File: src/rtl/core/indexed_list_table_top_macros.svh
// ----------------------------------------------------------------------------
// indexed_list_table_top_macros.svh
// Assertion macros for the indexed list table. Assertions are compiled in
// simulation and drop out when SYNTHESIS is defined.
// ----------------------------------------------------------------------------
`ifndef INDEXED_LIST_TABLE_TOP_MACROS_SVH
`define INDEXED_LIST_TABLE_TOP_MACROS_SVH

`ifndef SYNTHESIS
// Same-cycle implication, checked out of reset
`define ILT_ASSERT_NOW(lbl, ante, cons) \
  lbl: assert property (@(posedge clk) disable iff (!rst_n) (ante) |-> (cons)) \
    else $error("indexed list table: same-cycle check failed");
// Next-cycle implication, checked out of reset
`define ILT_ASSERT_NEXT(lbl, ante, cons) \
  lbl: assert property (@(posedge clk) disable iff (!rst_n) (ante) |=> (cons)) \
    else $error("indexed list table: next-cycle check failed");
`else
`define ILT_ASSERT_NOW(lbl, ante, cons)
`define ILT_ASSERT_NEXT(lbl, ante, cons)
`endif

`endif

File: src/rtl/core/ilt_pkg.sv
// ----------------------------------------------------------------------------
// ilt_pkg
// Shared constants, codes and types of the indexed list table.
// ----------------------------------------------------------------------------
package ilt_pkg;

  // Capacity and widths
  localparam int DEPTH   = 64;
  localparam int IDX_W   = $clog2(DEPTH);
  localparam int CNT_W   = 7;
  localparam int POS_W   = 7;
  localparam int DATA_W  = 32;
  localparam int MODE_W  = 3;
  localparam int STAT_W  = 2;

  // Request modes
  localparam logic [MODE_W-1:0] MODE_APPEND = 3'd0;
  localparam logic [MODE_W-1:0] MODE_READ   = 3'd1;
  localparam logic [MODE_W-1:0] MODE_FIND   = 3'd2;
  localparam logic [MODE_W-1:0] MODE_INSERT = 3'd3;
  localparam logic [MODE_W-1:0] MODE_REMOVE = 3'd4;

  // Result status
  localparam logic [STAT_W-1:0] ST_OK    = 2'd0;
  localparam logic [STAT_W-1:0] ST_FULL  = 2'd1;
  localparam logic [STAT_W-1:0] ST_RANGE = 2'd2;

  // Find miss marker
  localparam logic [POS_W-1:0] NOT_FOUND = 7'h7F;

  // Operation broadcast to every cell (only checked, legal operations set)
  typedef struct packed {
    logic              en;
    logic              app;
    logic              ins;
    logic              rem;
    logic              fnd;
    logic              rd;
    logic [POS_W-1:0]  pos;
    logic [DATA_W-1:0] value;
    logic [CNT_W-1:0]  count;
  } op_t;

endpackage

File: src/rtl/core/ilt_cell.sv
// ----------------------------------------------------------------------------
// ilt_cell
// One list slot: holds an element, takes a neighbor's element on insert or
// remove, and flags a find match or a read select for the result stage.
// ----------------------------------------------------------------------------
module ilt_cell (
  input  logic                       clk,
  input  logic [ilt_pkg::IDX_W-1:0]  idx,
  input  ilt_pkg::op_t               op,
  input  logic [ilt_pkg::DATA_W-1:0] left_data,
  input  logic [ilt_pkg::DATA_W-1:0] right_data,
  output logic [ilt_pkg::DATA_W-1:0] data,
  output logic                       hit
);

  logic [ilt_pkg::DATA_W-1:0] data_r, data_nxt;
  logic                       hit_r, hit_nxt;
  logic [ilt_pkg::POS_W-1:0]  my_pos;
  logic                       below_cnt;

  assign my_pos    = {{(ilt_pkg::POS_W - ilt_pkg::IDX_W){1'b0}}, idx};
  assign below_cnt = my_pos < op.count;

  // Element update: load at the end, shift up on insert, shift down on remove
  always_comb begin
    data_nxt = data_r;
    if (op.app && (my_pos == op.count)) begin
      data_nxt = op.value;
    end else if (op.ins) begin
      if (my_pos == op.pos) begin
        data_nxt = op.value;
      end else if (my_pos > op.pos) begin
        data_nxt = left_data;
      end
    end else if (op.rem && (my_pos >= op.pos)) begin
      data_nxt = right_data;
    end
  end

  // Match flag, taken from the element before this request's update
  always_comb begin
    hit_nxt = (op.fnd && (data_r == op.value) && below_cnt) ||
              (op.rd && (my_pos == op.pos) && below_cnt);
  end

  always_ff @(posedge clk) begin
    if (op.en) begin
      data_r <= data_nxt;
      hit_r  <= hit_nxt;
    end
  end

  assign data = data_r;
  assign hit  = hit_r;

endmodule

File: config.mk
export PLATFORM = sky130hd
export DESIGN_NAME = ilt_cell
export DESIGN_NICKNAME = d
export VERILOG_FILES = /design/src/rtl/core/indexed_list_table_top_macros.svh /design/src/rtl/core/ilt_pkg.sv /design/src/rtl/core/ilt_cell.sv
export SDC_FILE = /design/constraint.sdc
export NUM_CORES = 1
export LEC_CHECK = 0
export ABC_CLOCK_PERIOD_IN_PS = 6680
export BUFFER_PORTS_ARGS = -buffer_cell sky130_fd_sc_hd__buf_2
export CORE_ASPECT_RATIO = 0.75
export CORE_UTILIZATION = 46
export CTS_CLUSTER_DIAMETER = 120
export DETAILED_ROUTE_END_ITERATION = 8
export PLACE_DENSITY = 0.95
export REMOVE_ABC_BUFFERS = 1
export SLEW_MARGIN = 10
export SYNTH_ARGS = -nofsm -noshare
export SYNTH_HDL_FRONTEND = slang
export SYNTH_SLANG_ARGS = --single-unit
File: constraint.sdc
create_clock -name clk -period 6.68 [get_ports clk]
set_input_delay 0.668 -clock clk [delete_from_list [all_inputs] [get_ports clk]]
set_output_delay 0.668 -clock clk [all_outputs]
set_load 0.01 [all_outputs]
==> impl_metrics.tcl, run 1 <==
set metrics [dict create \
    crit_required_ns 6.58 \
    yosysTopAreaCell "edfxtp_1" \
    route.detailed.drc 9 \
    relSlewSlack_pct 31.61 \
    numClockSinks 33 \
    syn_avg_cell_area_um2 9.895 \
    cts-htree-levels 2 \
    synthArstFlopShare_pct 0 \
    min_period_over_period_pct 41.51 \
    cts_tree "built" \
    dr.pass1.iters 9 \
    port_buffers 155 \
    reg2reg_to "hit" \
    cts_setup_buffers 0 \
    dp.final_hpwl_um 5141 \
    rsz0062_at_grt "no" \
    hold_path_depth 1 \
    grt_pass1_wl_um 10760 \
    crit_top_cell "nand2_1" \
    postSynthCellCount 240 \
    violations "design-rule violations" \
    cp_slowest_cell "a21oi_4" \
    die_h_um 64.23 \
    grt_pass1_vias 2398 \
    setup_viol 0 \
    n_antenna_cell 0 \
    area_delta_synth_final_pct 35.88 \
    cap_violations 0 \
    cp-end-kind "flip-flop" \
    initial_core_util_pct 48.20 \
    synth_ff_type "edfxtp_1" \
    worst-setup-path-type "in2reg" \
    viasPerCell 5.740 \
    die_area_um2 5457 \
    cp.arrival_ns 2.67 \
    clk_pin_slew_ns 0.06 \
    cp_top_family "compound AO/OA/AOI/OAI gates" \
    hold_end "hit" \
    nets 522 \
    row_count 22 \
    vias 2566 \
    p_leak_nw 1.502 \
    yosysSeqAreaShare_pct 41.73 \
    grt.overflow.total 0 \
    path_cells "buf_2, ha_1, nand4b_1, or2_1, buf_4, nand2_1, nand2_1, a21oi_4" \
    hold_viol_final 0 \
    reg2reg_from "data[31]" \
    synthesis.area_um2 2375 \
    cts.repair.resized 0 \
    ant_nets 0 \
    yosys.cell_count.top_type "o22ai_1" \
    clkLatencyLatePin_ns 0.27 \
    worstHoldPathType "in2reg" \
    grt_usage_pct 25.25 \
    status "finished, violations left" \
    start_kind "input port" \
    synthTopCellsByCount "o22ai_1, a21oi_1, edfxtp_1" \
    rrSetupSlack_ns 4.85 \
    tns_ns 0 \
    wl_um 6895 \
    yosysUniqueCellTypes 27 \
    ioPinCount 156 \
    clock-root-buffer "clkbuf_8" \
    synth_area_leaders "edfxtp_1, o22ai_1, xor2_1, a21oi_1, ha_1" \
    ir_worst_vdd_v 0.00009209 \
    p_per_area_nw_per_um2 162.0 \
    synth_edf_count 33 \
    min-delay-start "op[51]" \
    core_area_um2 4927 \
    cts_buffers 5 \
    rr_worst_depth 5 \
    drtIter0Drc 93 \
    path_buf_inv 2 \
    grt_max_degree 37 \
    tightest_slew_ns 1.024 \
    clock.fmax_mhz 360.6 \
    place.gp.congestion 0.7825 \
    cts-hold-fix-buffers 0 \
    synth-seq-cells 33 \
    period_needed_ns 2.773 \
    path_depth 8 \
    clk_path_buf_depth 2 \
    ys_warn_count 0 \
    die_w_um 84.97 \
    final_max_slew_viol_count 0 \
    synth_top_area_share_pct 41.73 \
    antenna_found_initial 0 \
    finalClockSkew_ns 0.005287 \
    critPathMaxStageDelay_ns 0.77 \
    power_w 0.0005226 \
    wl_per_cell_um 15.43 \
    cp_max_fo 36 \
    drive_gt1_share_pct 43.15 \
]
-- cells in the final DEF, fill, tap and decap left out --
| cell | count |
|---|---|
| and4b_1 | 1 |
| buf_4 | 2 |
| nor3_1 | 1 |
| nand3_1 | 2 |
| clkbuf_8 | 5 |
| a21oi_2 | 1 |
| or3_1 | 1 |
| xor2_1 | 31 |
| o22ai_1 | 65 |
| nand4_1 | 2 |
| clkinv_1 | 1 |
| buf_2 | 155 |
| nand2b_4 | 1 |
| xnor2_1 | 1 |
| inv_1 | 13 |
| ha_1 | 12 |
| a21oi_1 | 36 |
| nand4_2 | 1 |
| nand2_4 | 1 |
| edfxtp_1 | 33 |
| or2_1 | 1 |
| nand2_1 | 3 |
| nor4_1 | 7 |
| nand2b_1 | 1 |
| nand4b_1 | 1 |
| a21oi_4 | 1 |
| a21o_1 | 5 |
| clkbuf_1 | 1 |
| nor2_1 | 2 |
-- sequential cells by signal, indices dropped and copies added (netlist names) --
| signal | count |
|---|---|
| hit | 1 |
| data | 32 |
-- logic make-up (layout without fill, tap and decap cells) --
| kind of cell | count (synthesis) | count (layout) | share of synthesized area, % |
|---|---|---|---|
| flops | 33 | 33 | 41.73 |
| compound gates | 108 | 108 | 26.87 |
| buf+inv | 30 | 177 | 6.323 |
| xor+xnor | 32 | 32 | 11.80 |
| fa+ha+maj | 12 | 12 | 6.322 |
| simple gates | 25 | 25 | 6.955 |
-- stage by stage --
| stage | utilization [%] | hold slack [ns] | cell area, um2 | setup WS, ns | instances |
|---|---|---|---|---|---|
| floorplan | - | 0.7805 | 2273 | 2.811 | 223 |
| global placement | 63.94 | 0.8328 | 3151 | 3.679 | 440 |
| detailed placement | 63.94 | 0.8410 | 3151 | 3.576 | 440 |
| CTS | 65.49 | 0.5999 | 3227 | 3.878 | 447 |
| global route | 65.49 | 0.5947 | 3227 | 3.735 | 447 |
| finish | 65.49 | 0.6160 | 3227 | 3.907 | 447 |
-- metal layers --
| metal | global-route usage, % | routed length [um] | up-vias |
|---|---|---|---|
| met2 | 46.77 | 3562 | 114 |
| met1 | 30.25 | 2831 | 1202 |
| met3 | 4.780 | 443 | 9 |
| met4 | 5.932 | 58 | 0 |
| li1 | - | - | 1241 |
| met5 | 0 | 0 | - |
-- cell type report --
type,instances,area (um2)
timing repair buffer,157,790.8
inverter,13,48.80
clock inverter,1,3.754
tap,60,75.07
multi-input combinational,177,1245
fill,431,1700
sequential,33,991.0
clock buffer,6,72.57
-- worst max path at each step --
| stage | startpoint | end | slack (ns) |
|---|---|---|---|
| after floorplan | op[4] | data[0] | 2.81 |
| after global placement | idx[4] | data[30] | 3.68 |
| after detailed placement | idx[4] | data[11] | 3.58 |
| after CTS | idx[4] | data[23] | 3.88 |
| after global routing | idx[4] | data[21] | 3.73 |
| final | idx[4] | data[21] | 3.91 |
-- worst reg2reg max path, stage by stage, from the launching register on --
cell and delay [ns]:
edfxtp_1 0.41, xor2_1 0.16, nor4_1 0.41, nand4_1 0.18, or3_1 0.39, a21oi_2 0.14
-- where the power goes --
group	switching [W]	internal [W]
Clock	0.0000675	0.0000702
Combinational	0.0000681	0.0000642
Sequential	0.00000806	0.000245
Note: power is estimated with default switching activity, not from simulation.
==> inputs of run 2 (changes only) <==
--- a/config.mk
+++ b/config.mk
@@ -5,13 +5,14 @@
 export SDC_FILE = /design/constraint.sdc
 export NUM_CORES = 1
 export LEC_CHECK = 0
-export ABC_CLOCK_PERIOD_IN_PS = 6680
+export ABC_AREA = 1
+export ABC_CLOCK_PERIOD_IN_PS = 2300
 export BUFFER_PORTS_ARGS = -buffer_cell sky130_fd_sc_hd__buf_2
 export CORE_ASPECT_RATIO = 0.75
-export CORE_UTILIZATION = 46
+export CORE_UTILIZATION = 40
 export CTS_CLUSTER_DIAMETER = 120
 export DETAILED_ROUTE_END_ITERATION = 8
-export PLACE_DENSITY = 0.95
+export PLACE_DENSITY = 0.85
 export REMOVE_ABC_BUFFERS = 1
 export SLEW_MARGIN = 10
 export SYNTH_ARGS = -nofsm -noshare
==> constraint.sdc (replaced) <==
create_clock -name clk -period 2.3 [get_ports clk]
set_input_delay 0.23 -clock clk [delete_from_list [all_inputs] [get_ports clk]]
set_output_delay 0.23 -clock clk [all_outputs]
set_load 0.01 [all_outputs]
==> run 2 against run 1 <==
The run now ends clean. Cell count rose by 44%. Clock-buffer cell count rose by 2. Cell area rose by 13%. Via count rose by 19%. Global-route usage fell by 2.4 points. Sequential power rose to 2.9 times the previous value. Synthesized area rose by 13%. Setup slack got worse by 3.4 ns. Clock skew rose by 0.0013 ns. Sequential share of layout area fell by 3.5 points. Synthesized cell count rose by 70%. Largest power group unchanged. Combinational power rose to 3.2 times the previous value.
==> impl_metrics.tcl, run 2 <==
set metrics [dict create \
    status "completed" \
    setup_viol 0 \
    dr.pass1.iters 4 \
    ir_worst_vdd_v 0.0002398 \
    ant_nets 0 \
    route.detailed.drc 0 \
    yosysTopAreaCell "edfxtp_1" \
    vias 3050 \
    p_leak_nw 2.083 \
    synth_top_area_share_pct 36.99 \
    min_period_over_period_pct 79.64 \
    p_per_area_nw_per_um2 435.6 \
    start_kind "input port" \
    rsz0062_at_grt "no" \
    grt_max_degree 33 \
    port_buffers 155 \
    drtIter0Drc 95 \
    cp_max_fo 18 \
    cts-htree-levels 2 \
    die_w_um 96.50 \
    tns_ns 0 \
    antenna_found_initial 0 \
    synthTopCellsByCount "nand2_1, inv_1, nand3_1" \
    grt_pass1_vias 2982 \
    ioPinCount 156 \
    yosysSeqAreaShare_pct 36.99 \
    wl_um 7585 \
    nets 698 \
    yosys.cell_count.top_type "nand2_1" \
    yosysUniqueCellTypes 22 \
    whs_ns 0.1799 \
    clk_path_buf_depth 2 \
    grt_usage_pct 22.81 \
    synthesis.area_um2 2679 \
    period_needed_ns 1.832 \
    syn_avg_cell_area_um2 6.582 \
    fin_util_pct 57.08 \
    ys_warn_count 0 \
    final_area_um2 3642 \
    synth_ff_type "edfxtp_1" \
    cts_buffers 5 \
    dp.final_hpwl_um 6016 \
    area_delta_synth_final_pct 35.96 \
    cts-hold-fix-buffers 0 \
    crit_required_ns 2.44 \
    grt.overflow.total 0 \
    largest_reg_flops 32 \
    clock-root-buffer "clkbuf_8" \
    hold_viol_final 0 \
    drive_gt1_share_pct 31.03 \
    n_antenna_cell 0 \
    die_area_um2 7032 \
    postSynthCellCount 407 \
    finalClockSkew_ns 0.006575 \
    synth_area_leaders "edfxtp_1, nand2_1, nand3_1, inv_1, nor2_1" \
    cap_violations 0 \
    cts_tree "built" \
    wl_per_cell_um 11.76 \
    cp.arrival_ns 1.97 \
    initial_core_util_pct 41.98 \
    viasPerCell 4.729 \
    synth-seq-cells 33 \
    clk_pin_slew_ns 0.06 \
    worstHoldPathType "in2reg" \
    die_h_um 72.87 \
    cts.repair.resized 0 \
    core_area_um2 6381 \
    placed_area_um2 3562 \
    power_w 0.001587 \
    relSlewSlack_pct 56.14 \
    numClockSinks 33 \
    place.gp.congestion 0.8999 \
    clkLatencyLatePin_ns 0.28 \
    grt_pass1_wl_um 12350 \
    worst-setup-path-type "in2reg" \
    row_count 25 \
    layout_commonest_cell "buf_2" \
    cts_setup_buffers 0 \
    tightest_slew_ns 0.6571 \
    synthArstFlopShare_pct 0 \
    synth_edf_count 33 \
    final_cell_mix "buf_2, nand2_1, inv_1" \
    final_max_slew_viol_count 0 \
    cp-end-kind "flip-flop" \
    clock.fmax_mhz 545.9 \
]
==> run 2: where the power goes <==
part	switching [W]	internal (W)
clock network	0.000207	0.000215
registers	0.0000262	0.000714
logic	0.000229	0.000196
==> run 2: metrics by stage <==
step	std cells	setup WS [ns]
final	645	0.4682
after detailed placement	637	0.1621
after global placement	637	0.2756
after CTS	645	0.4453
after floorplan	395	0.04617
after global routing	645	0.3145
==> run 2: final timing paths <==
path	slack, ns	cells past startpoint	to	from
max	0.47	10	data[29]	idx[5]
min	0.18	1	hit	op[51]
max reg2reg	1.02	9	hit	data[17]
min reg2reg	0.97	9	hit	data[25]
==> run 2: per-layer routing <==
layer	global-route usage, %	wire length (um)	up-vias
li1	-	-	1591
met1	25.42	3118	1310
met2	42.25	3682	131
met3	5.313	628	18
met4	8.007	157	0
met5	0	0	-
==> run 2: area by class of cell <==
| class | instances | area [um2] |
|---|---|---|
| Fill cell | 643 | 2739 |
| Multi-Input combinational cell | 293 | 1378 |
| Sequential cell | 33 | 991.0 |
| Timing Repair Buffer | 161 | 833.3 |
| Inverter | 69 | 259.0 |
| Tap cell | 81 | 101.3 |
| Clock buffer | 8 | 80.08 |
==> run 2: logic make-up (layout without fill, tap and decap cells) <==
logic type | after synthesis | count (layout) | share of synthesized area (%)
flops | 33 | 33 | 36.99
fa+ha+maj | 12 | 12 | 5.605
buf+inv | 81 | 238 | 11.77
compound gates | 13 | 13 | 2.896
simple gates | 265 | 265 | 41.76
xor+xnor | 3 | 3 | 0.9810
==> run 2: worst max-delay path, stage by stage <==
cell	delay, ns
buf_2	0.11
ha_1	0.27
inv_1	0.06
nor2_2	0.04
nand2_2	0.10
nor3b_2	0.08
nor2_2	0.51
buf_4	0.35
nand3_1	0.10
nand3_1	0.10
==> inputs of run 3 (changes only) <==
--- a/config.mk
+++ b/config.mk
@@ -6,13 +6,13 @@
 export NUM_CORES = 1
 export LEC_CHECK = 0
 export ABC_AREA = 1
-export ABC_CLOCK_PERIOD_IN_PS = 2300
+export ABC_CLOCK_PERIOD_IN_PS = 1700
 export BUFFER_PORTS_ARGS = -buffer_cell sky130_fd_sc_hd__buf_2
 export CORE_ASPECT_RATIO = 0.75
-export CORE_UTILIZATION = 40
+export CORE_UTILIZATION = 45
 export CTS_CLUSTER_DIAMETER = 120
 export DETAILED_ROUTE_END_ITERATION = 8
-export PLACE_DENSITY = 0.85
+export PLACE_DENSITY = 0.9
 export REMOVE_ABC_BUFFERS = 1
 export SLEW_MARGIN = 10
 export SYNTH_ARGS = -nofsm -noshare
==> constraint.sdc (replaced) <==
create_clock -name clk -period 1.7 [get_ports clk]
set_input_delay 0.17 -clock clk [delete_from_list [all_inputs] [get_ports clk]]
set_output_delay 0.17 -clock clk [all_outputs]
set_load 0.01 [all_outputs]
==> run 3 against run 2 <==
Routed wire length is 5.8% higher. Clock power rose by 28%. Cell count stayed put. Total power up 36%. Sequential cell count is the same. Largest power group unchanged. Setup slack worse by 0.32 ns.
==> impl_metrics.tcl, run 3 (synthesis results as in run 2) <==
set metrics [dict create \
    status "completed" \
    clk_pin_slew_ns 0.06 \
    finalClockSkew_ns 0.005377 \
    die_h_um 68.82 \
    cts_tree "built" \
    hold_viol_final 0 \
    layout_commonest_cell "buf_2" \
    place.gp.congestion 0.9526 \
    final_cell_mix "buf_2, nand2_1, inv_1" \
    initial_core_util_pct 48.48 \
    cts-htree-levels 2 \
    dr.pass1.iters 4 \
    hold_end "hit" \
    p_leak_nw 2.133 \
    die_area_um2 6269 \
    reg2reg_to "hit" \
    ir_worst_vdd_v 0.0005094 \
    cts_setup_buffers 0 \
    grt_max_degree 33 \
    cp_max_fo 16 \
    cp-end-kind "flip-flop" \
    route.detailed.drc 0 \
    start_kind "input port" \
    reg2reg_from "data[6]" \
    n_antenna_cell 0 \
    row_count 23 \
    relSlewSlack_pct 82.63 \
    grt_pass1_vias 2957 \
    ant_nets 0 \
    setup_viol 0 \
    largest_reg_flops 32 \
    dp.final_hpwl_um 6308 \
    clkLatencyLatePin_ns 0.27 \
    worstHoldPathType "in2reg" \
    p_per_area_nw_per_um2 576.8 \
    layout_setup_ws_ns 0.1503 \
    antenna_found_initial 0 \
    clock.fmax_mhz 645.3 \
    period_needed_ns 1.550 \
    worst-setup-path-type "in2reg" \
    numClockSinks 33 \
    cp.arrival_ns 1.54 \
    grt.overflow.total 0 \
    clock-root-buffer "clkbuf_8" \
    drive_gt1_share_pct 32.11 \
    rsz0062_at_grt "no" \
    tightest_slew_ns 0.2603 \
    crit_required_ns 1.69 \
    nets 705 \
    wl_per_cell_um 12.44 \
    min-delay-start "op[51]" \
    vias 3133 \
    die_w_um 91.09 \
    final_max_slew_viol_count 0 \
    hold_path_depth 1 \
    cts-hold-fix-buffers 0 \
    min_period_over_period_pct 91.16 \
    cap_violations 0 \
    grt_pass1_wl_um 12580 \
    ioPinCount 156 \
    drtIter0Drc 113 \
    grt_usage_pct 25.97 \
    clk_path_buf_depth 2 \
    rr_worst_depth 9 \
    cts_buffers 5 \
    area_delta_synth_final_pct 40.03 \
    core_area_um2 5525 \
    viasPerCell 4.857 \
    power_w 0.002164 \
    rrSetupSlack_ns 0.31 \
    preCtsSetupSlack_ns -0.1328 \
    wl_um 8026 \
    port_buffers 155 \
]
==> run 3: critical path, stage by stage <==
cell and delay (ns):
buf_2 0.11, ha_1 0.31, nand2_1 0.08, inv_1 0.05
nand4_1 0.12, o21ai_1 0.15, o21ai_0 0.09, inv_1 0.06
nand2_1 0.06, inv_2 0.13, clkbuf_16 0.20
==> run 3: worst max-delay path by stage <==
| stage | depth (start not counted) | startpoint | endpoint |
|---|---|---|---|
| after detailed placement | 11 | idx[2] | data[9] |
| after global placement | 11 | idx[2] | data[7] |
| after global routing | 12 | op[2] | data[22] |
| after floorplan | 8 | op[43] | data[0] |
| final | 11 | idx[2] | data[22] |
| after CTS | 11 | idx[2] | data[19] |
==> run 3: through the flow <==
step	utilization, %	cell area, um2	instances	hold slack, ns	TNS [ns]
4_1_cts	67.44	3726	644	0.1057	0
6_report	67.89	3751	645	0.1151	0
2_1_floorplan	-	2623	395	0.2825	-27.19
3_5_place_dp	66.06	3650	637	0.3895	-6.088
5_1_grt	67.89	3751	645	0.1013	0
3_3_place_gp	66.06	3650	637	0.3867	-2.543
==> run 3: what timing repair did <==
action | in CTS | in global routing
gates resized for setup | 0 | 2
endpoints found under the setup margin | 0 | 32
hold endpoints to repair | 0 | 0
==> run 3: where the power goes <==
group,internal [W],switching [W]
clock network,0.000276,0.000266
logic,0.000292,0.000325
registers,0.000966,0.0000376
total,0.00153,0.000629
==> run 3: final cells by class <==
class | count | area [um2]
Inverter | 69 | 259.0
Clock buffer | 6 | 72.57
Sequential cell | 33 | 991.0
Multi-Input combinational cell | 293 | 1378
Tap cell | 75 | 93.84
Fill cell | 493 | 1774
Clock inverter | 1 | 3.754
Timing Repair Buffer | 168 | 953.4
==> run 3: metal layers <==
layer	part of all wire, %	up-vias	global-route usage [%]
li1	-	1605	-
met1	42	1393	28.18
met2	49	117	50.85
met3	6.6	18	6.140
met4	2.2	0	9.524
met5	0	-	0
